### config.mk
export PLATFORM = sky130hd
export DESIGN_NAME = clipped_alpha_blit_pixel_flat
export DESIGN_NICKNAME = d
export VERILOG_FILES = /design/src/design/cab_pkg.sv /design/src/design/cab_in_if.sv /design/src/design/cab_out_if.sv /design/src/design/clipped_alpha_blit_pixel.sv /design/src/flat_wrapper.sv
export SDC_FILE = /design/constraint.sdc
export NUM_CORES = 2
export LEC_CHECK = 0
export BUFFER_PORTS_ARGS = -buffer_cell sky130_fd_sc_hd__buf_2
export CORE_MARGIN = 4
export CORE_UTILIZATION = 50
export CTS_CLUSTER_DIAMETER = 200
export DETAILED_ROUTE_END_ITERATION = 8
export HOLD_SLACK_MARGIN = 0.06
export PLACE_DENSITY = 0.64
export REMOVE_ABC_BUFFERS = 1
export SYNTH_ARGS = -nofsm -noshare
export SYNTH_HDL_FRONTEND = slang
export SYNTH_SLANG_ARGS = --single-unit
### constraint.sdc
create_clock -name i_clk -period 73.9 [get_ports i_clk]
set_input_delay 3.695 -clock i_clk [delete_from_list [all_inputs] [get_ports i_clk]]
set_output_delay 3.695 -clock i_clk [all_outputs]
set_load 0.1 [all_outputs]
### src/design/cab_pkg.sv
// ----------------------------------------------------------------------------
// cab_pkg
// Shared widths, codes and pipeline record types of the alpha blit compositor.
// ----------------------------------------------------------------------------
`default_nettype none

package cab_pkg;

    localparam int COORD_W    = 16;
    localparam int ARGB_W     = 32;
    localparam int ADDR_W     = 25;
    localparam int EDGE_W     = 12;
    localparam int CFG_DATA_W = 13;
    localparam int CFG_IDX_W  = 3;
    localparam int CHAN_N     = 3;

    localparam logic [CFG_IDX_W-1:0] CFG_CLIP_LEFT   = 3'd0;
    localparam logic [CFG_IDX_W-1:0] CFG_CLIP_TOP    = 3'd1;
    localparam logic [CFG_IDX_W-1:0] CFG_CLIP_SPAN_X = 3'd2;
    localparam logic [CFG_IDX_W-1:0] CFG_CLIP_SPAN_Y = 3'd3;

    localparam logic [7:0]  ALPHA_OPAQUE = 8'hFF;
    localparam logic [15:0] RECIP_255    = 16'h8081;
    localparam int          RECIP_SHIFT  = 23;

    localparam int DIV_BITS_PER_STAGE = 2;
    localparam int DIV_STAGES         = 8 / DIV_BITS_PER_STAGE;

    typedef struct packed {
        logic              we;
        logic              opaque;
        logic [ADDR_W-1:0] addr;
        logic [ARGB_W-1:0] src;
    } t_meta;

    typedef struct packed {
        logic [CHAN_N-1:0][7:0] rem;
        logic [CHAN_N-1:0][7:0] low;
        logic [CHAN_N-1:0][7:0] quo;
        logic [CHAN_N-1:0]      sat;
        logic [7:0]             oa;
        logic                   zero;
        t_meta                  meta;
    } t_div;

endpackage

`default_nettype wire

### src/design/cab_in_if.sv
// ----------------------------------------------------------------------------
// cab_in_if
// Pixel request channel: coordinate, source pixel and current destination.
// ----------------------------------------------------------------------------
`default_nettype none

interface cab_in_if;
    logic                                valid;
    logic                                ready;
    logic signed [cab_pkg::COORD_W-1:0]  pixel_x;
    logic signed [cab_pkg::COORD_W-1:0]  pixel_y;
    logic        [cab_pkg::ARGB_W-1:0]   source_argb;
    logic        [cab_pkg::ARGB_W-1:0]   dest_argb;

    modport source (output valid, output pixel_x, output pixel_y,
                    output source_argb, output dest_argb, input ready);
    modport sink   (input valid, input pixel_x, input pixel_y,
                    input source_argb, input dest_argb, output ready);
endinterface

`default_nettype wire

### src/design/cab_out_if.sv
// ----------------------------------------------------------------------------
// cab_out_if
// Pixel write channel: write strobe, surface address and new pixel value.
// ----------------------------------------------------------------------------
`default_nettype none

interface cab_out_if;
    logic                          valid;
    logic                          ready;
    logic                          write_enable;
    logic [cab_pkg::ADDR_W-1:0]    write_address;
    logic [cab_pkg::ARGB_W-1:0]    blended_argb;

    modport source (output valid, output write_enable, output write_address,
                    output blended_argb, input ready);
    modport sink   (input valid, input write_enable, input write_address,
                    input blended_argb, output ready);
endinterface

`default_nettype wire

### src/design/clipped_alpha_blit_pixel.sv
// ----------------------------------------------------------------------------
// clipped_alpha_blit_pixel
// Clips one ARGB8888 pixel against a rectangle and blends it over the surface.
//
// Each beat on i_pix carries a destination coordinate, the source pixel and
// the pixel currently stored at that place. Each beat on o_res carries the
// write strobe, the linear address y * clip_span_x + x and the new pixel;
// when the strobe is low, the address and the pixel are zero.
// The clip registers are written through i_cfg_we, i_cfg_idx and i_cfg_data;
// the user must write them while no beat is in flight, as the block does not
// enforce it. A span above MAX_SURFACE_DIM is clamped. One beat is taken and
// delivered every cycle while o_res.ready stays high. The path is a chain of
// multiply and correct stages for the two divisions by 255, then a divider
// for the division by the result alpha that retires two quotient bits per
// stage in each of the three color lanes.
// Reset clears all valid bits and loads the clip to the full surface.
// When the receiver holds ready low with a beat waiting, the whole pipeline
// holds and i_pix.ready goes low in the same cycle; nothing is lost.
// ----------------------------------------------------------------------------
`default_nettype none

module clipped_alpha_blit_pixel #(
    parameter int MAX_SURFACE_DIM = 4096
) (
    input  wire                                 i_clk,
    input  wire                                 i_rst_n,
    cab_in_if.sink                              i_pix,
    cab_out_if.source                           o_res,
    input  wire                                 i_cfg_we,
    input  wire  [cab_pkg::CFG_IDX_W-1:0]       i_cfg_idx,
    input  wire  [cab_pkg::CFG_DATA_W-1:0]      i_cfg_data
);

    localparam int SPAN_W = $clog2(MAX_SURFACE_DIM + 1);
    localparam int PROD_W = cab_pkg::COORD_W + SPAN_W;
    localparam int SUM_W  = (PROD_W >= cab_pkg::ADDR_W) ? PROD_W + 1 : cab_pkg::ADDR_W + 1;
    localparam int CN     = cab_pkg::CHAN_N;
    localparam int DS     = cab_pkg::DIV_STAGES;

    logic [cab_pkg::EDGE_W-1:0] r_clip_left;
    logic [cab_pkg::EDGE_W-1:0] r_clip_top;
    logic [SPAN_W-1:0]          r_span_x;
    logic [SPAN_W-1:0]          r_span_y;
    logic [SPAN_W-1:0]          n_span;

    logic en;

    logic                       r_s1_valid;
    logic                       r_s1_we;
    logic                       r_s1_opaque;
    logic [cab_pkg::ARGB_W-1:0] r_s1_src;
    logic [cab_pkg::COORD_W-1:0] r_s1_x;
    logic [PROD_W-1:0]          r_s1_aprod;
    logic [7:0]                 r_s1_sa;
    logic [15:0]                r_s1_poa;
    logic [CN-1:0][15:0]        r_s1_pdd;
    logic [CN-1:0][15:0]        r_s1_pss;

    logic                       n_s1_we;
    logic [PROD_W-1:0]          n_s1_aprod;
    logic [15:0]                n_s1_poa;
    logic [CN-1:0][15:0]        n_s1_pdd;
    logic [CN-1:0][15:0]        n_s1_pss;

    logic                       r_s2_valid;
    cab_pkg::t_meta             r_s2_meta;
    logic [7:0]                 r_s2_sa;
    logic [15:0]                r_s2_poa;
    logic [8:0]                 r_s2_oaest;
    logic [CN-1:0][23:0]        r_s2_n3;
    logic [CN-1:0][15:0]        r_s2_pss;

    cab_pkg::t_meta             n_s2_meta;
    logic [8:0]                 n_s2_oaest;
    logic [CN-1:0][23:0]        n_s2_n3;

    logic                       r_s3_valid;
    cab_pkg::t_meta             r_s3_meta;
    logic [7:0]                 r_s3_sa;
    logic [7:0]                 r_s3_oaq;
    logic [CN-1:0][16:0]        r_s3_qest;
    logic [CN-1:0][23:0]        r_s3_n3;
    logic [CN-1:0][15:0]        r_s3_pss;

    logic [7:0]                 n_s3_oaq;
    logic [CN-1:0][16:0]        n_s3_qest;

    logic                       r_s4_valid;
    cab_pkg::t_meta             r_s4_meta;
    logic [7:0]                 r_s4_oa;
    logic [CN-1:0][15:0]        r_s4_q;
    logic [CN-1:0][15:0]        r_s4_pss;

    logic [7:0]                 n_s4_oa;
    logic [CN-1:0][15:0]        n_s4_q;

    logic                       r_dv_valid [DS+1];
    cab_pkg::t_div              r_dv       [DS+1];
    cab_pkg::t_div              n_dv0;

    logic                       r_o_valid;
    logic                       r_o_we;
    logic [cab_pkg::ADDR_W-1:0] r_o_addr;
    logic [cab_pkg::ARGB_W-1:0] r_o_argb;
    logic                       n_o_we;
    logic [cab_pkg::ADDR_W-1:0] n_o_addr;
    logic [cab_pkg::ARGB_W-1:0] n_o_argb;

    function automatic cab_pkg::t_div div_step(input cab_pkg::t_div d_in);
        cab_pkg::t_div d;
        logic [8:0]    t;
        logic          b;
        d = d_in;
        for (int c = 0; c < CN; c++) begin
            for (int k = 0; k < cab_pkg::DIV_BITS_PER_STAGE; k++) begin
                t = {d.rem[c], d.low[c][7]};
                b = (t >= {1'b0, d.oa});
                if (b) begin
                    t = t - {1'b0, d.oa};
                end
                d.rem[c] = t[7:0];
                d.low[c] = {d.low[c][6:0], 1'b0};
                d.quo[c] = {d.quo[c][6:0], b};
            end
        end
        return d;
    endfunction

    assign en          = !r_o_valid || o_res.ready;
    assign i_pix.ready = en;

    // Configuration registers.
    always_comb begin
        if (32'(i_cfg_data) > MAX_SURFACE_DIM) begin
            n_span = SPAN_W'(MAX_SURFACE_DIM);
        end else begin
            n_span = SPAN_W'(i_cfg_data);
        end
    end

    always_ff @(posedge i_clk) begin
        if (!i_rst_n) begin
            r_clip_left <= '0;
            r_clip_top  <= '0;
            r_span_x    <= SPAN_W'(MAX_SURFACE_DIM);
            r_span_y    <= SPAN_W'(MAX_SURFACE_DIM);
        end else if (i_cfg_we) begin
            unique case (i_cfg_idx)
                cab_pkg::CFG_CLIP_LEFT: begin
                    r_clip_left <= i_cfg_data[cab_pkg::EDGE_W-1:0];
                end
                cab_pkg::CFG_CLIP_TOP: begin
                    r_clip_top <= i_cfg_data[cab_pkg::EDGE_W-1:0];
                end
                cab_pkg::CFG_CLIP_SPAN_X: begin
                    r_span_x <= n_span;
                end
                cab_pkg::CFG_CLIP_SPAN_Y: begin
                    r_span_y <= n_span;
                end
                default: begin
                end
            endcase
        end
    end

    // Stage 1: clip test and the first partial products.
    always_comb begin
        logic signed [17:0] xs;
        logic signed [17:0] ys;
        logic signed [17:0] lo_x;
        logic signed [17:0] lo_y;
        logic signed [17:0] hi_x;
        logic signed [17:0] hi_y;
        logic [7:0]         sa;
        logic [7:0]         da;
        logic [PROD_W-1:0]  ya;
        logic [PROD_W-1:0]  sb;
        xs   = 18'(i_pix.pixel_x);
        ys   = 18'(i_pix.pixel_y);
        lo_x = signed'(18'(r_clip_left));
        lo_y = signed'(18'(r_clip_top));
        hi_x = lo_x + signed'(18'(r_span_x));
        hi_y = lo_y + signed'(18'(r_span_y));
        sa   = i_pix.source_argb[31:24];
        da   = i_pix.dest_argb[31:24];
        n_s1_we = (xs >= lo_x) && (xs < hi_x) && (ys >= lo_y) && (ys < hi_y)
                  && (sa != 8'h00);
        ya = PROD_W'(unsigned'(i_pix.pixel_y));
        sb = PROD_W'(r_span_x);
        n_s1_aprod = ya * sb;
        n_s1_poa = {8'h00, da} * {8'h00, 8'hFF - sa};
        for (int c = 0; c < CN; c++) begin
            n_s1_pdd[c] = {8'h00, i_pix.dest_argb[8*c +: 8]} * {8'h00, da};
            n_s1_pss[c] = {8'h00, i_pix.source_argb[8*c +: 8]} * {8'h00, sa};
        end
    end

    // Stage 2: address sum, reciprocal estimate of the alpha term, third factor.
    always_comb begin
        logic [SUM_W-1:0] sum;
        logic [31:0]      p;
        sum = SUM_W'(r_s1_aprod) + SUM_W'(r_s1_x);
        n_s2_meta.we     = r_s1_we;
        n_s2_meta.opaque = r_s1_opaque;
        n_s2_meta.addr   = sum[cab_pkg::ADDR_W-1:0];
        n_s2_meta.src    = r_s1_src;
        p = {16'h0000, r_s1_poa} * {16'h0000, cab_pkg::RECIP_255};
        n_s2_oaest = p[cab_pkg::RECIP_SHIFT +: 9];
        for (int c = 0; c < CN; c++) begin
            n_s2_n3[c] = {8'h00, r_s1_pdd[c]} * {16'h0000, 8'hFF - r_s1_sa};
        end
    end

    // Stage 3: correct the alpha quotient, estimate the color quotients.
    always_comb begin
        logic [16:0] e255;
        logic [39:0] p;
        e255 = {r_s2_oaest, 8'h00} - {8'h00, r_s2_oaest};
        if ({1'b0, r_s2_poa} < e255) begin
            n_s3_oaq = 8'(r_s2_oaest - 9'd1);
        end else begin
            n_s3_oaq = r_s2_oaest[7:0];
        end
        for (int c = 0; c < CN; c++) begin
            p = {16'h0000, r_s2_n3[c]} * {24'h000000, cab_pkg::RECIP_255};
            n_s3_qest[c] = p[cab_pkg::RECIP_SHIFT +: 17];
        end
    end

    // Stage 4: correct the color quotients and form the result alpha.
    always_comb begin
        logic [24:0] q255;
        n_s4_oa = r_s3_sa + r_s3_oaq;
        for (int c = 0; c < CN; c++) begin
            q255 = {r_s3_qest[c], 8'h00} - {8'h00, r_s3_qest[c]};
            if ({1'b0, r_s3_n3[c]} < q255) begin
                n_s4_q[c] = 16'(r_s3_qest[c] - 17'd1);
            end else begin
                n_s4_q[c] = r_s3_qest[c][15:0];
            end
        end
    end

    // Stage 5: numerators, overflow check and divider setup.
    always_comb begin
        logic [16:0] num;
        n_dv0.oa   = r_s4_oa;
        n_dv0.zero = (r_s4_oa == 8'h00);
        n_dv0.meta = r_s4_meta;
        for (int c = 0; c < CN; c++) begin
            num = {1'b0, r_s4_pss[c]} + {1'b0, r_s4_q[c]};
            n_dv0.sat[c] = (num[16:8] >= {1'b0, r_s4_oa});
            n_dv0.rem[c] = num[15:8];
            n_dv0.low[c] = num[7:0];
            n_dv0.quo[c] = 8'h00;
        end
    end

    // Output formatting.
    always_comb begin
        cab_pkg::t_div d;
        d        = r_dv[DS];
        n_o_we   = d.meta.we;
        n_o_addr = '0;
        n_o_argb = '0;
        if (d.meta.we) begin
            n_o_addr = d.meta.addr;
            if (d.meta.opaque) begin
                n_o_argb = d.meta.src;
            end else if (!d.zero) begin
                n_o_argb[31:24] = d.oa;
                for (int c = 0; c < CN; c++) begin
                    n_o_argb[8*c +: 8] = d.sat[c] ? 8'hFF : d.quo[c];
                end
            end
        end
    end

    always_ff @(posedge i_clk) begin
        if (!i_rst_n) begin
            r_s1_valid <= 1'b0;
            r_s2_valid <= 1'b0;
            r_s3_valid <= 1'b0;
            r_s4_valid <= 1'b0;
            for (int s = 0; s <= DS; s++) begin
                r_dv_valid[s] <= 1'b0;
            end
            r_o_valid <= 1'b0;
        end else if (en) begin
            r_s1_valid    <= i_pix.valid;
            r_s2_valid    <= r_s1_valid;
            r_s3_valid    <= r_s2_valid;
            r_s4_valid    <= r_s3_valid;
            r_dv_valid[0] <= r_s4_valid;
            for (int s = 1; s <= DS; s++) begin
                r_dv_valid[s] <= r_dv_valid[s-1];
            end
            r_o_valid <= r_dv_valid[DS];
        end
    end

    always_ff @(posedge i_clk) begin
        if (en) begin
            r_s1_we     <= n_s1_we;
            r_s1_opaque <= (i_pix.source_argb[31:24] == cab_pkg::ALPHA_OPAQUE);
            r_s1_src    <= i_pix.source_argb;
            r_s1_x      <= unsigned'(i_pix.pixel_x);
            r_s1_aprod  <= n_s1_aprod;
            r_s1_sa     <= i_pix.source_argb[31:24];
            r_s1_poa    <= n_s1_poa;
            r_s1_pdd    <= n_s1_pdd;
            r_s1_pss    <= n_s1_pss;

            r_s2_meta   <= n_s2_meta;
            r_s2_sa     <= r_s1_sa;
            r_s2_poa    <= r_s1_poa;
            r_s2_oaest  <= n_s2_oaest;
            r_s2_n3     <= n_s2_n3;
            r_s2_pss    <= r_s1_pss;

            r_s3_meta   <= r_s2_meta;
            r_s3_sa     <= r_s2_sa;
            r_s3_oaq    <= n_s3_oaq;
            r_s3_qest   <= n_s3_qest;
            r_s3_n3     <= r_s2_n3;
            r_s3_pss    <= r_s2_pss;

            r_s4_meta   <= r_s3_meta;
            r_s4_oa     <= n_s4_oa;
            r_s4_q      <= n_s4_q;
            r_s4_pss    <= r_s3_pss;

            r_dv[0]     <= n_dv0;
            for (int s = 1; s <= DS; s++) begin
                r_dv[s] <= div_step(r_dv[s-1]);
            end

            r_o_we      <= n_o_we;
            r_o_addr    <= n_o_addr;
            r_o_argb    <= n_o_argb;
        end
    end

    assign o_res.valid         = r_o_valid;
    assign o_res.write_enable  = r_o_we;
    assign o_res.write_address = r_o_addr;
    assign o_res.blended_argb  = r_o_argb;

    a_accept_enters: assert property (@(posedge i_clk) disable iff (!i_rst_n)
        i_pix.valid && i_pix.ready |=> r_s1_valid)
        else $error("Accepted beat did not enter the first stage.");

    a_stall_holds: assert property (@(posedge i_clk) disable iff (!i_rst_n)
        o_res.valid && !o_res.ready |=> $stable(r_s4_valid) && $stable(r_s1_valid))
        else $error("Pipeline advanced while the output was stalled.");

    a_no_write_zero: assert property (@(posedge i_clk) disable iff (!i_rst_n)
        o_res.valid && !o_res.write_enable |->
            o_res.write_address == '0 && o_res.blended_argb == '0)
        else $error("Suppressed write carries a nonzero address or pixel.");

    a_write_alpha: assert property (@(posedge i_clk) disable iff (!i_rst_n)
        o_res.valid && o_res.write_enable |-> o_res.blended_argb[31:24] != 8'h00)
        else $error("Written pixel has zero alpha.");

    a_blend_alpha: assert property (@(posedge i_clk) disable iff (!i_rst_n)
        r_s4_valid && r_s4_meta.we && !r_s4_meta.opaque |-> r_s4_oa != 8'h00)
        else $error("Blend result alpha is zero for a nonzero source alpha.");

endmodule

`default_nettype wire

### src/flat_wrapper.sv
// flat-port wrapper written by rule: the top's interface ports become plain ports
module clipped_alpha_blit_pixel_flat 
#(
    parameter int MAX_SURFACE_DIM = 4096
)
  (i_clk, i_rst_n, i_cfg_we, i_cfg_idx, i_cfg_data, i_pix_valid, i_pix_pixel_x, i_pix_pixel_y, i_pix_source_argb, i_pix_dest_argb, i_pix_ready, o_res_valid, o_res_write_enable, o_res_write_address, o_res_blended_argb, o_res_ready);
  cab_in_if i_pix_i ();
  cab_out_if o_res_i ();
  input  wire i_clk;
  input  wire i_rst_n;
  input  wire i_cfg_we;
  input  wire  [cab_pkg::CFG_IDX_W-1:0] i_cfg_idx;
  input  wire  [cab_pkg::CFG_DATA_W-1:0] i_cfg_data;
  input wire logic [$bits(i_pix_i.valid)-1:0] i_pix_valid;
  input wire logic [$bits(i_pix_i.pixel_x)-1:0] i_pix_pixel_x;
  input wire logic [$bits(i_pix_i.pixel_y)-1:0] i_pix_pixel_y;
  input wire logic [$bits(i_pix_i.source_argb)-1:0] i_pix_source_argb;
  input wire logic [$bits(i_pix_i.dest_argb)-1:0] i_pix_dest_argb;
  output wire logic [$bits(i_pix_i.ready)-1:0] i_pix_ready;
  output wire logic [$bits(o_res_i.valid)-1:0] o_res_valid;
  output wire logic [$bits(o_res_i.write_enable)-1:0] o_res_write_enable;
  output wire logic [$bits(o_res_i.write_address)-1:0] o_res_write_address;
  output wire logic [$bits(o_res_i.blended_argb)-1:0] o_res_blended_argb;
  input wire logic [$bits(o_res_i.ready)-1:0] o_res_ready;
  assign i_pix_i.valid = i_pix_valid;
  assign i_pix_i.pixel_x = i_pix_pixel_x;
  assign i_pix_i.pixel_y = i_pix_pixel_y;
  assign i_pix_i.source_argb = i_pix_source_argb;
  assign i_pix_i.dest_argb = i_pix_dest_argb;
  assign i_pix_ready = i_pix_i.ready;
  assign o_res_valid = o_res_i.valid;
  assign o_res_write_enable = o_res_i.write_enable;
  assign o_res_write_address = o_res_i.write_address;
  assign o_res_blended_argb = o_res_i.blended_argb;
  assign o_res_i.ready = o_res_ready;
  clipped_alpha_blit_pixel #(.MAX_SURFACE_DIM(MAX_SURFACE_DIM)) u_core (.i_clk(i_clk), .i_rst_n(i_rst_n), .i_pix(i_pix_i), .o_res(o_res_i), .i_cfg_we(i_cfg_we), .i_cfg_idx(i_cfg_idx), .i_cfg_data(i_cfg_data));
endmodule
# After elaboration in Yosys (flattened, before gate mapping)
# Memory sizes are Yosys's and may differ from the RTL's. A register that Yosys moved wholly into a read port is not among the register bits.
# Index checks and enable logic that the tools add are counted.
dict set report word_totals {
  ff_bits 928
  latchBits 0
  ram_bits 720
  rom_bits 0
  in_bits 117
  output_inout_bits 60
  elab_cells 248
  n_memories 2
}
dict set report op_classes {
  add_sub_neg 41
  multipliers 15
  n_div 0
  order_cmp 36
  eq_ne 4
  shifts 0
  muxes 68
  bitwise 5
  n_reduce_logical 14
}
# name depth width rd rd_clocked_by_memory_dff wr line
set memory_table {}
lappend memory_table {u_core.r_dv 5 143 5 0 5 clipped_alpha_blit_pixel.sv:98} ;# cab_pkg::t_div r_dv [DS+1];
lappend memory_table {u_core.r_dv_valid 5 1 5 1 5 clipped_alpha_blit_pixel.sv:97} ;# logic r_dv_valid [DS+1];
# cell count
set ops {}
lappend ops {{8-bit 2-to-1 mux} 52}
lappend ops {{9-bit by 8-bit >= comparator with 1-bit output} 27}
lappend ops {{8-bit subtractor} 24}
lappend ops {{24-bit by 16-bit multiplier with 40-bit output (second input constant)} 3}
lappend ops {{8-bit by 8-bit multiplier with 16-bit output} 7}
lappend ops {{24-bit by 25-bit less-than comparator with 1-bit output} 3}
lappend ops {{25-bit by 17-bit subtractor with 25-bit output} 3}
lappend ops {{16-bit by 8-bit multiplier with 24-bit output} 3}
lappend ops {{32-bit 2-to-1 mux} 2}
lappend ops {{16-bit by 16-bit adder with 17-bit output} 3}
lappend ops {{16-bit 2-to-1 mux} 3}
lappend ops {{16-bit by 1-bit subtractor with 16-bit output (second input constant)} 3}
lappend ops {{16-bit by 13-bit >= comparator with 1-bit output} 2}
lappend ops {{16-bit by 15-bit less-than comparator with 1-bit output} 2}
lappend ops {{16-bit by 16-bit multiplier with 32-bit output (second input constant)} 1}
lappend ops {{12-bit by 13-bit adder with 14-bit output} 2}
lappend ops {{25-bit by 16-bit adder with 25-bit output} 1}
lappend ops {{16-bit by 13-bit multiplier with 25-bit output} 1}
lappend ops {{16-bit by 17-bit less-than comparator with 1-bit output} 1}
lappend ops {{17-bit by 9-bit subtractor with 17-bit output} 1}
lappend ops {{8-bit subtractor (first input constant)} 2}
lappend ops {{13-bit > comparator (second input constant)} 1}
lappend ops {{13-bit 2-to-1 mux} 1}
lappend ops {{1-bit 2-to-1 mux} 10}
lappend ops {{13 further kinds} 25}

# Longest topological paths before layout
# An unclocked memory read counts as a cell.
dict set report logic_depth {
  depth_word 7
  depth_mapped 24
  ltp_nobuf 23
}

# Worst setup path after synthesis
# Ideal clock, no wire load.
dict set report synth_path {
  kind {input to register}
  startpoint {input o_res_ready}
  endpoint {register u_core.r_s4_meta (netlist bit u_core.n_dv0[0]), enable pin}
  t_arrival_ps 30217
  slack_ps 32625
  stages 3
  path_buffers 1
  path_cell_list {nor2b_1 -> clkbuf_1 -> clkinv_1}
}
dict set report synth_via {
  elab_chain_len 1
}
# item line
set synth_lines {}
lappend synth_lines {{from (decl)} flat_wrapper.sv:24} ;# input wire logic [$bits(o_res_i.ready)-1:0] o_res_ready;
lappend synth_lines {{1-bit logical OR} clipped_alpha_blit_pixel.sv:129} ;# assign en = !r_o_valid || o_res.ready;
lappend synth_lines {{named net i_pix_ready} flat_wrapper.sv:19} ;# output wire logic [$bits(i_pix_i.ready)-1:0] i_pix_ready;
lappend synth_lines {{to (signal assigned)} clipped_alpha_blit_pixel.sv:329} ;# r_s4_meta <= r_s3_meta;
lappend synth_lines {{to (decl)} clipped_alpha_blit_pixel.sv:89} ;# cab_pkg::t_meta r_s4_meta;
# The timed path passes the listed nets, and every way through them passes these cells.
# A chain may end at the register's enable or synchronous reset.

# Worst setup path in the final report
dict set report layout_path {
  startpoint {input o_res_ready}
  endpoint {output i_pix_ready}
}
dict set report layout_via {
  elab_chain_len 1
}
# item line
set layout_lines {}
lappend layout_lines {{1-bit logical OR} clipped_alpha_blit_pixel.sv:129}
lappend layout_lines {{to (decl)} flat_wrapper.sv:19}
# Every way passes these cells.

==> results.json <==
{
  "outcome": "completed",
  "slowest_delay_ns": 0.54,
  "worstPathArrival_ns": 5.33,
  "grt_overflow": 0,
  "pin_count": 177,
  "cts_tree": "yes",
  "path_buf_inv": 3,
  "drc": 0,
  "setup_viol": 0,
  "path_delay_family": "buffers and inverters",
  "layout.nets": 11300,
  "synth_area_leaders": "edfxtp_1 (41%), ha_1 (15%), fa_1 (13%), inv_1 (4.5%), xnor2_1 (3.0%)",
  "grt_pass1_wl_um": 351000,
  "synth_top_area_share_pct": 41.0,
  "placed_area_mm2": 0.108,
  "drive_above_1_share_pct": 6.64,
  "multiInputGateArea_mm2": 0.0552,
  "numCtsBuffers": 160,
  "fillerInstances": 17500,
  "hold_buffers": 0,
  "ys_warn_count": 0,
  "grt_max_degree": 201,
  "place.gp.congestion": 0.879,
  "startpoint_type": "input port",
  "final_max_slew_viol_count": 0,
  "start_util_pct": 50.3,
  "grt_pass1_vias": 66100,
  "avgViaCountPerCell": 5.25,
  "hpwl_um": 162000,
  "synth_edf_count": 1426,
  "areaGrowthSynthToFinish_pct": 8.88,
  "finalSetupTns_ns": 0,
  "cts.clk_slew.worst_paths_ns": 0.06,
  "slew_headroom_pct": 26.0,
  "yosysMostFrequentCell": "edfxtp_1",
  "dp_cells": 11800,
  "cts.path.max_buffers": 3,
  "drt_iter0_drc": 3717,
  "drtAntennaViolNets": 0,
  "ys_seq_area_share_pct": 42.0,
  "synth_cell_types": 80,
  "grt_antenna_before_repair": 14,
  "cp-end-kind": "output port",
  "crit_fanout": 118,
  "root_buffer": "clkbuf_16",
  "routed_wl_um": 214000,
  "hold_class": "reg -> reg",
  "skew_ns": 0.0472,
  "vias": 63400,
  "seq_area_mm2": 0.0439,
  "drt-pass1-iter-count": 5,
  "cts_max_level": 4,
  "cts_sinks": 1481,
  "rsz0062_at_grt": "false",
  "die_h_um": 465,
  "die_w_um": 465,
  "core_region_area_mm2": 0.207,
  "cts_setup_buffers": 0,
  "yosys-top-cells-count": "edfxtp_1 (1426), ha_1 (1282), inv_1 (1244)",
  "tightest_slew_ns": 1.11,
  "critPathKind": "in -> out",
  "synth_cells": 8956,
  "final_cells": 12100,
  "yosysTopAreaCell": "edfxtp_1",
  "maxCapViolCount": 0,
  "clkLatencyLatePin_ns": 0.81,
  "std_cell_rows": 167,
  "crit_top_cell": "buf_2",
  "crit_path_cell_trace": "buf_2 > nor2b_1 > inv_8 > buf_2",
  "fmax_mhz": 111,
  "rrSetupSlack_ns": 66.99,
  "final_cell_area_mm2": 0.114,
  "async_flop_share_pct": 0,
  "grt_usage_pct": 20.1,
  "synth_area_mm2": 0.104,
  "ys.flop_type": "edfxtp_1",
  "final.min_clock_period_ns": 9.02,
  "required_ns": 70.21,
  "hold_viol_final": 0,
  "period_share_pct": 12.2,
  "ctsResizeCount": 0,
  "ys_ff_latch": 1481,
  "io_buffers": 176,
  "die_area_mm2": 0.216,
  "syn_avg_cell_area_um2": 11.7,
  "routedWlPerCell_um": 17.8,
  "slowest_stage": "nor2b_1"
}
==> path summary, 6_finish.rpt <==
check,from,endpoint,cells past startpoint
setup reg to reg,u_core.r_dv[0][204],u_core.r_dv[0][419],22
setup / recovery,o_res_ready,i_pix_ready,4
hold reg to reg,u_core.r_s1_src[4],u_core.r_s2_meta[4],0
hold / removal,u_core.r_s1_src[4],u_core.r_s2_meta[4],0
==> state kept, by name (all words and copies together), names as in the netlist, 16 cells and up <==
register                    cells
u_core.n_dv0                   59
u_core.o_res.blended_argb      32
u_core.o_res.write_address     25
u_core.r_dv                   571
u_core.r_s1_aprod              25
u_core.r_s1_pdd                48
u_core.r_s1_poa                16
u_core.r_s1_pss                48
u_core.r_s1_src                24
u_core.r_s1_x                  16
u_core.r_s2_meta               51
u_core.r_s2_n3                 72
u_core.r_s2_poa                16
u_core.r_s2_pss                48
u_core.r_s3_meta               51
u_core.r_s3_n3                 72
u_core.r_s3_pss                48
u_core.r_s3_qest               51
u_core.r_s4_pss                48
u_core.r_s4_q                  48
==> placed cells by master (no fill, tap or decap), drive strengths merged, types with 25 or more instances in the layout <==
cell / n
nor2b: 431
or3: 29
a211oi: 25
mux2: 108
clkbuf: 190
a21o: 139
mux2i: 30
a21oi: 306
o21a: 59
xor2: 141
nor3: 116
nand2: 565
inv: 1264
nor2: 377
and3: 27
ha: 1282
nand4: 57
dfxtp: 55
and2: 354
edfxtp: 1426
buf: 218
o21ai: 251
o21bai: 32
clkinv: 67
nand3: 62
a21boi: 93
fa: 702
nand2b: 256
xnor2: 355
==> cells by family after synthesis <==
logic type                 share of synthesized area [%]
xor gates and xnor gates                            4.16
adders and majority gates                           28.8
muxes                                               1.45
buffers and inverters                               5.15
and+or+nand+nor                                     11.7
DFF                                                 42.0
AOI/OAI and AO/OA                                   6.64
==> worst register-to-register path, delay by kind of cell, from the launching register on <==
| kind | cells | cell delay (ns) |
|---|---|---|
| buf+inv | 2 | 0.55 |
| simple gates | 4 | 0.47 |
| flops | 1 | 0.66 |
| mux | 1 | 0.42 |
| compound gates | 13 | 3.87 |
| fa+ha+maj | 2 | 0.67 |
==> stage by stage <==
stage	util, %	worst slack (ns)	hold WS, ns
floorplan	-	32.55	0.400
global placement	52.3	64.80	0.400
detailed placement	52.3	64.68	0.405
CTS	54.8	64.85	0.398
global route	54.8	64.73	0.408
finish	54.8	64.88	0.404
==> final cells by class <==
cell class	count	area share, %
clock inverters	104	0.955
inverters	1245	4.12
clock buffers	190	3.68
flip-flops and latches	1481	38.6
multi-input cells	6044	48.5
diodes	5	0.0110
well taps	2788	3.07
repair buffers	218	1.06
==> routing by layer <==
| layer | vias to the layer above | global-route usage, % | part of all wire, % |
|---|---|---|---|
| li1 | 30900 | - | - |
| met1 | 31200 | 27.8 | 46 |
| met2 | 1104 | 33.7 | 48 |
| met3 | 281 | 2.76 | 4.0 |
| met4 | 0 | 4.98 | 2.1 |
| met5 | - | 0 | 0 |
Power is not shown: default switching activity piles up to over one toggle a cycle in this logic, so the estimate is an artifact.
